### config.mk
export PLATFORM = sky130hd
export DESIGN_NAME = c_string_unescape_decoder_unit
export DESIGN_NICKNAME = d
export VERILOG_FILES = /design/src/hw/rtl/csud_pkg.sv /design/src/hw/rtl/csud_front.sv /design/src/hw/rtl/csud_queue.sv /design/src/hw/rtl/csud_back.sv /design/src/hw/rtl/c_string_unescape_decoder_unit.sv
export SDC_FILE = /design/constraint.sdc
export NUM_CORES = 1
export LEC_CHECK = 0
export BUFFER_PORTS_ARGS = -buffer_cell sky130_fd_sc_hd__buf_2
export CELL_PAD_IN_SITES_DETAIL_PLACEMENT = 1
export CELL_PAD_IN_SITES_GLOBAL_PLACEMENT = 1
export CORE_MARGIN = 1.5
export CORE_UTILIZATION = 36
export CTS_CLUSTER_SIZE = 28
export DETAILED_ROUTE_END_ITERATION = 10
export PLACE_DENSITY = 0.65
export SYNTH_ARGS = -nofsm -noshare
export SYNTH_HDL_FRONTEND = slang
export SYNTH_SLANG_ARGS = --single-unit
### constraint.sdc
create_clock -name clock -period 3.65 [get_ports clock]
set_input_delay 0.73 -clock clock [delete_from_list [all_inputs] [get_ports clock]]
set_output_delay 0.73 -clock clock [all_outputs]
set_load 0.05 [all_outputs]
### src/hw/rtl/csud_pkg.sv
// Shared types, codes and byte classification functions for the C string unescape decoder.
package csud_pkg;

   localparam int QUEUE_DEPTH = 4;

   typedef enum logic [1:0] {
      MODE_NORMAL = 2'd0,
      MODE_ESC    = 2'd1,
      MODE_HEX1   = 2'd2,
      MODE_HEX2   = 2'd3
   } mode_type;

   typedef enum logic [2:0] {
      ST_OK             = 3'd0,
      ST_UNPRINTABLE    = 3'd1,
      ST_BAD_QUOTES     = 3'd2,
      ST_ESC_AT_END     = 3'd3,
      ST_INCOMPLETE_HEX = 3'd4,
      ST_UNKNOWN_ESC    = 3'd5,
      ST_BAD_HEX        = 3'd6
   } status_type;

   localparam logic [7:0] CH_QUOTE  = 8'h22;
   localparam logic [7:0] CH_BSLASH = 8'h5C;
   localparam logic [7:0] CH_X      = 8'h78;

   // Classified input byte, carried from front to back through the queue.
   typedef struct packed {
      logic [7:0] raw;
      logic       last;
      logic       printable;
      logic       is_quote;
      logic       is_bslash;
      logic       is_x;
      logic       hex_ok;
      logic [3:0] hex_val;
      logic       esc_ok;
      logic [7:0] esc_val;
   } class_type;

   typedef struct packed {
      logic       ok;
      logic [3:0] val;
   } hex_type;

   typedef struct packed {
      logic       ok;
      logic [7:0] val;
   } esc_type;

   function automatic hex_type hex_value(input logic [7:0] b);
      hex_type r;
      r.ok  = 1'b1;
      r.val = 4'd0;
      if (b >= 8'h30 && b <= 8'h39) begin
         r.val = 4'(b - 8'h30);
      end else if (b >= 8'h61 && b <= 8'h66) begin
         r.val = 4'(b - 8'h57);
      end else if (b >= 8'h41 && b <= 8'h46) begin
         r.val = 4'(b - 8'h37);
      end else begin
         r.ok = 1'b0;
      end
      return r;
   endfunction

   function automatic esc_type simple_escape(input logic [7:0] b);
      esc_type r;
      r.ok  = 1'b1;
      r.val = b;
      unique case (b)
         8'h27, 8'h22, 8'h3F, 8'h5C: r.val = b;
         8'h61: r.val = 8'h07;  // a
         8'h62: r.val = 8'h08;  // b
         8'h66: r.val = 8'h0C;  // f
         8'h6E: r.val = 8'h0A;  // n
         8'h72: r.val = 8'h0D;  // r
         8'h74: r.val = 8'h09;  // t
         8'h76: r.val = 8'h0B;  // v
         default: r.ok = 1'b0;
      endcase
      return r;
   endfunction

endpackage

### src/hw/rtl/csud_front.sv
// Front end: accepts raw bytes and classifies them for the decode queue.
module csud_front (
   input  logic                  req_tvalid,
   output logic                  req_tready,
   input  logic [7:0]            req_tdata,
   input  logic                  req_tlast,
   input  logic                  q_full,
   output logic                  q_push,
   output csud_pkg::class_type   q_item
);
   import csud_pkg::*;

   hex_type hex;
   esc_type esc;

   assign req_tready = !q_full;
   assign q_push     = req_tvalid && !q_full;

   always_comb begin
      hex = hex_value(req_tdata);
      esc = simple_escape(req_tdata);
      q_item.raw       = req_tdata;
      q_item.last      = req_tlast;
      q_item.printable = (req_tdata >= 8'h20) && (req_tdata <= 8'h7E);
      q_item.is_quote  = (req_tdata == CH_QUOTE);
      q_item.is_bslash = (req_tdata == CH_BSLASH);
      q_item.is_x      = (req_tdata == CH_X);
      q_item.hex_ok    = hex.ok;
      q_item.hex_val   = hex.val;
      q_item.esc_ok    = esc.ok;
      q_item.esc_val   = esc.val;
   end

endmodule

### src/hw/rtl/csud_queue.sv
// Short register queue between the classifying front end and the decoding back end.
module csud_queue #(
   parameter int DEPTH = csud_pkg::QUEUE_DEPTH
) (
   input  logic                  clock,
   input  logic                  reset,
   input  logic                  push,
   input  csud_pkg::class_type   push_item,
   output logic                  full,
   input  logic                  pop,
   output csud_pkg::class_type   head_item,
   output logic                  empty
);
   import csud_pkg::*;

   localparam int PTR_W = (DEPTH > 1) ? $clog2(DEPTH) : 1;
   localparam int CNT_W = $clog2(DEPTH + 1);

   class_type          entries_ff [DEPTH];
   logic [PTR_W-1:0]   wr_ptr_ff, wr_ptr_in;
   logic [PTR_W-1:0]   rd_ptr_ff, rd_ptr_in;
   logic [CNT_W-1:0]   count_ff,  count_in;

   assign full      = (count_ff == CNT_W'(DEPTH));
   assign empty     = (count_ff == '0);
   assign head_item = entries_ff[rd_ptr_ff];

   always_comb begin
      wr_ptr_in = wr_ptr_ff;
      rd_ptr_in = rd_ptr_ff;
      count_in  = count_ff;
      if (push) begin
         wr_ptr_in = (wr_ptr_ff == PTR_W'(DEPTH - 1)) ? '0 : wr_ptr_ff + 1'b1;
      end
      if (pop) begin
         rd_ptr_in = (rd_ptr_ff == PTR_W'(DEPTH - 1)) ? '0 : rd_ptr_ff + 1'b1;
      end
      if (push && !pop) begin
         count_in = count_ff + 1'b1;
      end else if (pop && !push) begin
         count_in = count_ff - 1'b1;
      end
   end

   always_ff @(posedge clock) begin
      if (reset) begin
         wr_ptr_ff <= '0;
         rd_ptr_ff <= '0;
         count_ff  <= '0;
      end else begin
         wr_ptr_ff <= wr_ptr_in;
         rd_ptr_ff <= rd_ptr_in;
         count_ff  <= count_in;
      end
   end

   always_ff @(posedge clock) begin
      if (push) begin
         entries_ff[wr_ptr_ff] <= push_item;
      end
   end

endmodule

### src/hw/rtl/csud_back.sv
// Back end: escape decoding state machine, error ranking and the result register.
module csud_back (
   input  logic                  clock,
   input  logic                  reset,
   input  csud_pkg::class_type   item,
   input  logic                  q_empty,
   output logic                  q_pop,
   output logic                  rsp_tvalid,
   input  logic                  rsp_tready,
   output logic [15:0]           rsp_tdata,
   output logic                  rsp_tuser,
   output logic                  rsp_tlast
);
   import csud_pkg::*;

   mode_type    mode_ff, mode_in;
   logic [3:0]  high_ff, high_in;
   logic        at_start_ff, at_start_in;
   logic        unpr_ff, unpr_in;
   logic        qbad_ff, qbad_in;
   status_type  perr_ff, perr_in;
   logic        badhex_ff, badhex_in;

   logic        out_vld_ff, out_vld_in;
   logic [7:0]  out_byte_ff, out_byte_in;
   status_type  out_st_ff, out_st_in;
   logic        out_flag_ff, out_flag_in;
   logic        out_last_ff, out_last_in;

   logic        emit;
   logic [7:0]  emit_byte;

   assign q_pop      = !q_empty && (!out_vld_ff || rsp_tready);
   assign rsp_tvalid = out_vld_ff;
   assign rsp_tdata  = {5'd0, out_st_ff, out_byte_ff};
   assign rsp_tuser  = out_flag_ff;
   assign rsp_tlast  = out_last_ff;

   always_comb begin
      mode_in     = mode_ff;
      high_in     = high_ff;
      at_start_in = at_start_ff;
      unpr_in     = unpr_ff;
      qbad_in     = qbad_ff;
      perr_in     = perr_ff;
      badhex_in   = badhex_ff;
      emit        = 1'b0;
      emit_byte   = item.raw;

      out_vld_in  = out_vld_ff && !rsp_tready;
      out_byte_in = out_byte_ff;
      out_st_in   = out_st_ff;
      out_flag_in = out_flag_ff;
      out_last_in = out_last_ff;

      if (q_pop) begin
         unpr_in = unpr_ff || !item.printable;
         if (item.last) begin
            qbad_in = qbad_ff || !item.is_quote;
            if (!at_start_ff && perr_ff == ST_OK) begin
               unique case (mode_ff)
                  MODE_ESC:             perr_in = ST_ESC_AT_END;
                  MODE_HEX1, MODE_HEX2: perr_in = ST_INCOMPLETE_HEX;
                  default:              perr_in = ST_OK;
               endcase
            end
            out_vld_in  = 1'b1;
            out_byte_in = 8'd0;
            out_flag_in = 1'b0;
            out_last_in = 1'b1;
            out_st_in   = unpr_in ? ST_UNPRINTABLE :
                          qbad_in ? ST_BAD_QUOTES  : perr_in;
            // return to the start-of-string state
            mode_in     = MODE_NORMAL;
            high_in     = 4'd0;
            at_start_in = 1'b1;
            unpr_in     = 1'b0;
            qbad_in     = 1'b0;
            perr_in     = ST_OK;
            badhex_in   = 1'b0;
         end else if (at_start_ff) begin
            at_start_in = 1'b0;
            qbad_in     = qbad_ff || !item.is_quote;
         end else if (perr_ff == ST_OK) begin
            unique case (mode_ff)
               MODE_NORMAL: begin
                  if (item.is_bslash) begin
                     mode_in = MODE_ESC;
                  end else begin
                     emit = 1'b1;
                  end
               end
               MODE_ESC: begin
                  if (item.is_x) begin
                     mode_in = MODE_HEX1;
                  end else begin
                     mode_in = MODE_NORMAL;
                     if (item.esc_ok) begin
                        emit      = 1'b1;
                        emit_byte = item.esc_val;
                     end else begin
                        perr_in = ST_UNKNOWN_ESC;
                     end
                  end
               end
               MODE_HEX1: begin
                  badhex_in = !item.hex_ok;
                  high_in   = item.hex_ok ? item.hex_val : 4'd0;
                  mode_in   = MODE_HEX2;
               end
               MODE_HEX2: begin
                  mode_in = MODE_NORMAL;
                  if (badhex_ff || !item.hex_ok) begin
                     perr_in = ST_BAD_HEX;
                  end else begin
                     emit      = 1'b1;
                     emit_byte = {high_ff, item.hex_val};
                  end
                  badhex_in = 1'b0;
                  high_in   = 4'd0;
               end
               default: mode_in = MODE_NORMAL;
            endcase
         end
         if (emit) begin
            out_vld_in  = 1'b1;
            out_byte_in = emit_byte;
            out_flag_in = 1'b1;
            out_last_in = 1'b0;
            out_st_in   = ST_OK;
         end
      end
   end

   always_ff @(posedge clock) begin
      if (reset) begin
         mode_ff     <= MODE_NORMAL;
         high_ff     <= 4'd0;
         at_start_ff <= 1'b1;
         unpr_ff     <= 1'b0;
         qbad_ff     <= 1'b0;
         perr_ff     <= ST_OK;
         badhex_ff   <= 1'b0;
         out_vld_ff  <= 1'b0;
      end else begin
         mode_ff     <= mode_in;
         high_ff     <= high_in;
         at_start_ff <= at_start_in;
         unpr_ff     <= unpr_in;
         qbad_ff     <= qbad_in;
         perr_ff     <= perr_in;
         badhex_ff   <= badhex_in;
         out_vld_ff  <= out_vld_in;
      end
   end

   always_ff @(posedge clock) begin
      out_byte_ff <= out_byte_in;
      out_st_ff   <= out_st_in;
      out_flag_ff <= out_flag_in;
      out_last_ff <= out_last_in;
   end

endmodule

### src/hw/rtl/c_string_unescape_decoder_unit.sv
// Top level of the C string unescape decoder: front end, queue and back end.
//
//   channel   direction  transaction carries
//   req_*     in         tdata[7:0] raw byte, tlast final byte of the string
//   rsp_*     out        tdata[7:0] decoded byte, tdata[10:8] status,
//                        tuser decoded byte present, tlast status result
//
// One byte per cycle sustained while rsp_tready stays high; a byte's result passes
// through the queue entry, then the result register behind the decode state machine.
// Reset clears the queue, the decode state and the result register.
// A stalled rsp side fills the queue; req_tready drops only when the queue is full.
module c_string_unescape_decoder_unit #(
   parameter int QUEUE_DEPTH = csud_pkg::QUEUE_DEPTH
) (
   input  logic        clock,
   input  logic        reset,
   input  logic        req_tvalid,
   output logic        req_tready,
   input  logic [7:0]  req_tdata,   // [7:0] in_byte
   input  logic        req_tlast,   // in_last
   output logic        rsp_tvalid,
   input  logic        rsp_tready,
   output logic [15:0] rsp_tdata,   // [7:0] out_byte, [10:8] status, rest zero
   output logic        rsp_tuser,   // out_valid
   output logic        rsp_tlast    // out_done
);
   import csud_pkg::*;

   class_type push_item;
   class_type head_item;
   logic      q_full;
   logic      q_push;
   logic      q_pop;
   logic      q_empty;

   csud_front u_front (
      .req_tvalid (req_tvalid),
      .req_tready (req_tready),
      .req_tdata  (req_tdata),
      .req_tlast  (req_tlast),
      .q_full     (q_full),
      .q_push     (q_push),
      .q_item     (push_item)
   );

   csud_queue #(
      .DEPTH (QUEUE_DEPTH)
   ) u_queue (
      .clock     (clock),
      .reset     (reset),
      .push      (q_push),
      .push_item (push_item),
      .full      (q_full),
      .pop       (q_pop),
      .head_item (head_item),
      .empty     (q_empty)
   );

   csud_back u_back (
      .clock      (clock),
      .reset      (reset),
      .item       (head_item),
      .q_empty    (q_empty),
      .q_pop      (q_pop),
      .rsp_tvalid (rsp_tvalid),
      .rsp_tready (rsp_tready),
      .rsp_tdata  (rsp_tdata),
      .rsp_tuser  (rsp_tuser),
      .rsp_tlast  (rsp_tlast)
   );

endmodule

After elaboration in Yosys (flattened, before gate mapping)
Memories as Yosys holds them, arrays and structs flattened. A register that Yosys moved wholly into a read port is not among the register bits.
Cells that the tools add are included.
W data, S select, Z words.

storage, ports and cells
  flip-flop bits (word level) = 34
  latch bits = 0
  bits in writable memories = 108
  bits in read-only memories = 0
  bits of input ports = 13
  output and inout port bits = 20
  logic and storage cells = 164
  memories kept = 1

operators by class
  $add $sub $neg = 7
  multipliers = 0
  div/mod/pow operators = 0
  $lt $le $gt $ge = 8
  eq/ne operators = 23
  shift operators = 0
  multiplexer cells = 70
  bitwise gates (word level) = 0
  reductions and logical operators = 40

memory list
  memory              words  width  rd ports  clocked after Yosys merged registers in  wr ports  RTL line          source
  u_queue.entries_ff  4      27     1         1                                        1         csud_queue.sv:19  class_type entries_ff [DEPTH];

operator list
  kind                   number
  $eq A8 B7 Y1 const B   9
  $mux W8                8
  $pmux W8 S7            1
  $mux W3                12
  $mux W4                7
  $mux W1                26
  $eq A8 B6 Y1 const B   3
  $le A8 B7 Y1 const B   3
  $mux W2                9
  $ge A8 B6 Y1 const B   2
  $ge A8 B7 Y1 const B   2
  $pmux W8 S2            1
  $pmux W3 S2            2
  $reduce_or A11 Y1      1
  $logic_and A1 B1 Y1    10
  $logic_not A1 Y1       10
  $ne A3 B3 Y1 const B   3
  $eq A2 B2 Y1 const B   4
  $le A8 B6 Y1 const B   1
  $pmux W2 S4            1
  $pmux W4 S2            1
  $reduce_and A4 Y1      2
  $reduce_bool A2 Y1     4
  $sub A4 B3 Y4 const B  2
  other kinds (17)       24

Logic depth before layout (Yosys ltp)
  depth after elaboration = 10
  mapped depth = 10

Modules after synthesis
Synthesis repeated with hierarchy kept, for this count alone.

second synthesis, totals
  cell total of the unflattened synthesis = 414
  area, all modules = 6,505.0 um^2

modules (own cells, without submodules)
  module      instances  cells an instance  area each (um^2)
  csud_queue  1          185                4,384.2
  csud_back   1          148                1,564.0
  csud_front  1          81                 556.8

Worst setup path after synthesis
Ideal clock, no wire load.

  kind = input-to-reg
  start point = input port rsp_tready
  end point = register u_queue.count_ff[2]
  arrival = 2.626 ns
  required time = 3.580 ns
  setup slack = 0.954 ns
  stages on the path = 9
  cell sequence = nand2b_1 > nand2_1 > clkbuf_1 > ha_1 > inv_1 > fa_1 > xor2_1 > or3_1 > a21oi_1

on the way
  word-level cells in the longest chain between the ends = 5
  elaborated cells between the ends (all ways) = 7

ends and longest elaborated chain
  element                                               RTL line                              source
  start: declaration                                    c_string_unescape_decoder_unit.sv:22  input logic rsp_tready,
  $logic_or A1 B1 Y1 *                                  csud_back.sv:33                       assign q_pop = !q_empty && (!out_vld_ff || rsp_tready);
  $logic_and A1 B1 Y1 *                                 csud_back.sv:33
  $logic_not A1 Y1                                      csud_queue.sv:38                      if (push && !pop) begin
  $logic_and A1 B1 Y1                                   csud_queue.sv:38
  $mux W3 / $reduce_bool A2 Y1 (equally long branches)  -
  end signal: assignment                                csud_queue.sv:53                      count_ff <= count_in;
  end: declaration                                      csud_queue.sv:22                      logic [CNT_W-1:0] count_ff, count_in;

Every way passes the cells marked *; elsewhere a longest branch is shown, timed or not.
A chain may end at the register's enable or synchronous reset.

==> results.toml <==
[sta]
tns_ns = 0
finalHoldViolCount = 0
fmax_mhz = 382.5
slew_viol_final = 0
tightest_slew_ns = 1.086
relSlewSlack = 0.2690
fin_crit_sh = 0.7163
setup_viol = 0
post-route-min-period_ns = 2.614
rsz0062_at_grt = "no"
clock_skew_ns = 0.004981

[synthesis]
synthFlopType = "edfxtp_1"
synth_top_family_by_area = "multiplexers"
synth_top_area_cell = "edfxtp_1"
synth_mux_area_frac = 0.1270
synth-seq-cells = 144
async_reset_ff_frac = 0
ys_types = 67
synth_edf_count = 121
yosysTopAreaCellShare = 0.5691
synthAdderAreaFrac = 0.02469
synth.yosys.seq_area_share = 0.6412
synthesis.area_sq_um = 6385
yosysWarningCount = 0
synth-xor-area-share = 0.004115
synth.top_cells.by_area = "edfxtp_1, mux4_2, dfxtp_1, mux2i_1, ha_1"
synth-simple-area-share = 0.09132
syn_area_per_cell_sq_um = 15.27
synthCells = 418
synth_compound_area_frac = 0.07662

[floorplan]
coreArea_sq_um = 17300
fp.dieH_um = 136.2
start_util = 0.3691
fp.dieArea_sq_um = 18540
die_w_um = 136.2
ioPinCount = 33
rows = 48

[place]
globalplace.congestion = 0.7537
io_buffers = 27
hpwlAfterDp_um = 9266

[route]
drtPass1Iterations = 4
drc = 0
vias_per_cell = 5.241
wl_per_cell_um = 20.41
drtIter0Drc = 153
ant_nets = 0
via_count = 3595
totalWireLength_um = 14000

[finish]
mostFrequentLayoutCells = "edfxtp_1, mux4_2, buf_2"
area_growth_syn_to_layout_pct = 14.09
layout_commonest_cell = "edfxtp_1"
insertedDiodeCount = 0
drive_above_1_share = 0.2473
final_nets = 473

[critical_path]
rr_worst_depth = 5
crit_fanout = 13
critPathKind = "flop to flop"
cp.required_ns = 3.71
r2r-end = "u_back.out_byte_ff[5]"
worst-r2r-setup-slack_ns = 1.04
end_kind = "flop"
start_kind = "flop"
crit_arrival_ns = 2.68

[clocking]
path_clk_slew_ns = 0.06
cts_buffers = 17
cts_tree = "yes"
h-tree-depth = 4
cts.sinks = 144
root_buffer = "clkbuf_16"
post_cts_resized = 0
postCtsHoldBufs = 0
post_cts_buffers = 0
ctsLongestPathBuffers = 2
insertion_delay_ns = 0.42

[grt]
grt_pass1_wl_um = 21490
grt_max_degree = 28
grt_pass1_vias = 3781
grt_antenna_before_repair = 0
grt_usage = 0.1617
grt_remaining_overflow = 0

[worst_hold_path]
min_path_type = "flop to flop"
min_to = "u_back.badhex_ff"
min_from = "u_back.badhex_ff"
worstHoldPathCells = 2

[status]
status = "completed"

[power_and_ir_drop]
p_per_area_nw_per_um2 = 797.1
vdd_ir_drop_max_v = 0.0003734
p_total_mw = 5.806
power.leakage_nw = 2.518

[flow_run]
maxCapViolCount = 0
==> worst max-delay path: stages, from the launching register on <==
cell and delay [ns]:
dfxtp_2 0.60, mux4_2 0.57, or3_4 0.35, a31oi_4 0.21
o21bai_1 0.12, inv_1 0.41
==> registers in the layout, indices dropped and copies added (netlist names), 2 cells and up, named ones only <==
| signal | flops |
|---|---|
| u_queue.wr_ptr_ff | 2 |
| u_queue.entries_ff | 108 |
| u_back.out_st_ff | 3 |
| u_back.mode_ff | 2 |
| u_back.high_ff | 4 |
| u_queue.count_ff | 3 |
| u_back.perr_ff | 3 |
| u_queue.rd_ptr_ff | 2 |
| u_back.out_byte_ff | 8 |
==> power by group <==
part	switching (mW)	internal (mW)	total, mW
Combinational	1.17	0.745	1.91
Sequential	0.165	2.08	2.24
Clock	0.655	1.00	1.66
Total	1.99	3.82	5.81
==> logic make-up after synthesis <==
logic type / count (synthesis)
AO/OA/AOI/OAI: 68
multiplexers: 47
adder cells (fa/ha/maj): 12
other: 1
flip-flops: 144
AND/OR/NAND/NOR: 100
XOR/XNOR: 3
buffers and inverters: 43
==> worst max path at each step <==
stage / cells after the start / slack [ns] / start / to
5_1_grt: 5 / 0.86 / flop / u_back.out_byte_ff[5]
3_3_place_gp: 10 / 1.03 / rsp_tready / u_queue.count_ff[2]
3_5_place_dp: 5 / 1.0 / flop / u_back.out_byte_ff[0]
6_report: 5 / 1.04 / flop / u_back.out_byte_ff[5]
4_1_cts: 5 / 0.98 / flop / u_back.out_byte_ff[5]
2_1_floorplan: 9 / 0.95 / rsp_tready / u_queue.count_ff[2]
==> metal layers <==
| layer | part of all wire | vias to the layer above | global-route usage |
|---|---|---|---|
| li1 | - | 1668 | - |
| met1 | 0.44 | 1842 | 0.2011 |
| met2 | 0.51 | 61 | 0.2716 |
| met3 | 0.030 | 24 | 0.03990 |
| met4 | 0.020 | 0 | 0.06265 |
| met5 | 0 | - | 0 |
==> Yosys cell counts (all sizes together), types with 5 or more instances <==
master  instances
o21ai          10
buf            15
mux4           27
nand2b          8
ha             11
and3            6
a21oi          20
edfxtp        121
nand2          20
mux2i          18
or3             5
a22oi           5
inv            15
nor2           30
clkbuf         13
a31oi           5
dfxtp          23
==> through the flow <==
| step | instance area (sq um) | utilization | instances | hold slack, ns | setup WS, ns |
|---|---|---|---|---|---|
| 6_report | 7284 | 0.4212 | 686 | 0.4679 | 1.036 |
| 5_1_grt | 7284 | 0.4212 | 686 | 0.4794 | 0.8629 |
| 4_1_cts | 7284 | 0.4212 | 686 | 0.4647 | 0.9751 |
| 3_5_place_dp | 6714 | 0.3882 | 654 | 0.4564 | 0.9958 |
| 3_3_place_gp | 6714 | 0.3882 | 654 | 0.4431 | 1.026 |
| 2_1_floorplan | 6400 | - | 422 | 0.4318 | 0.9536 |
==> layout make-up <==
type	instances	area, sq um
clock buffers	18	429.2
repair buffers	35	195.2
flip-flops and latches	144	4095
inverters	15	56.30
multi-input cells	235	2086
fillers	1771	10010
well taps	225	281.5
clock inverters	14	141.4
Power figures use the tool's default switching activity.
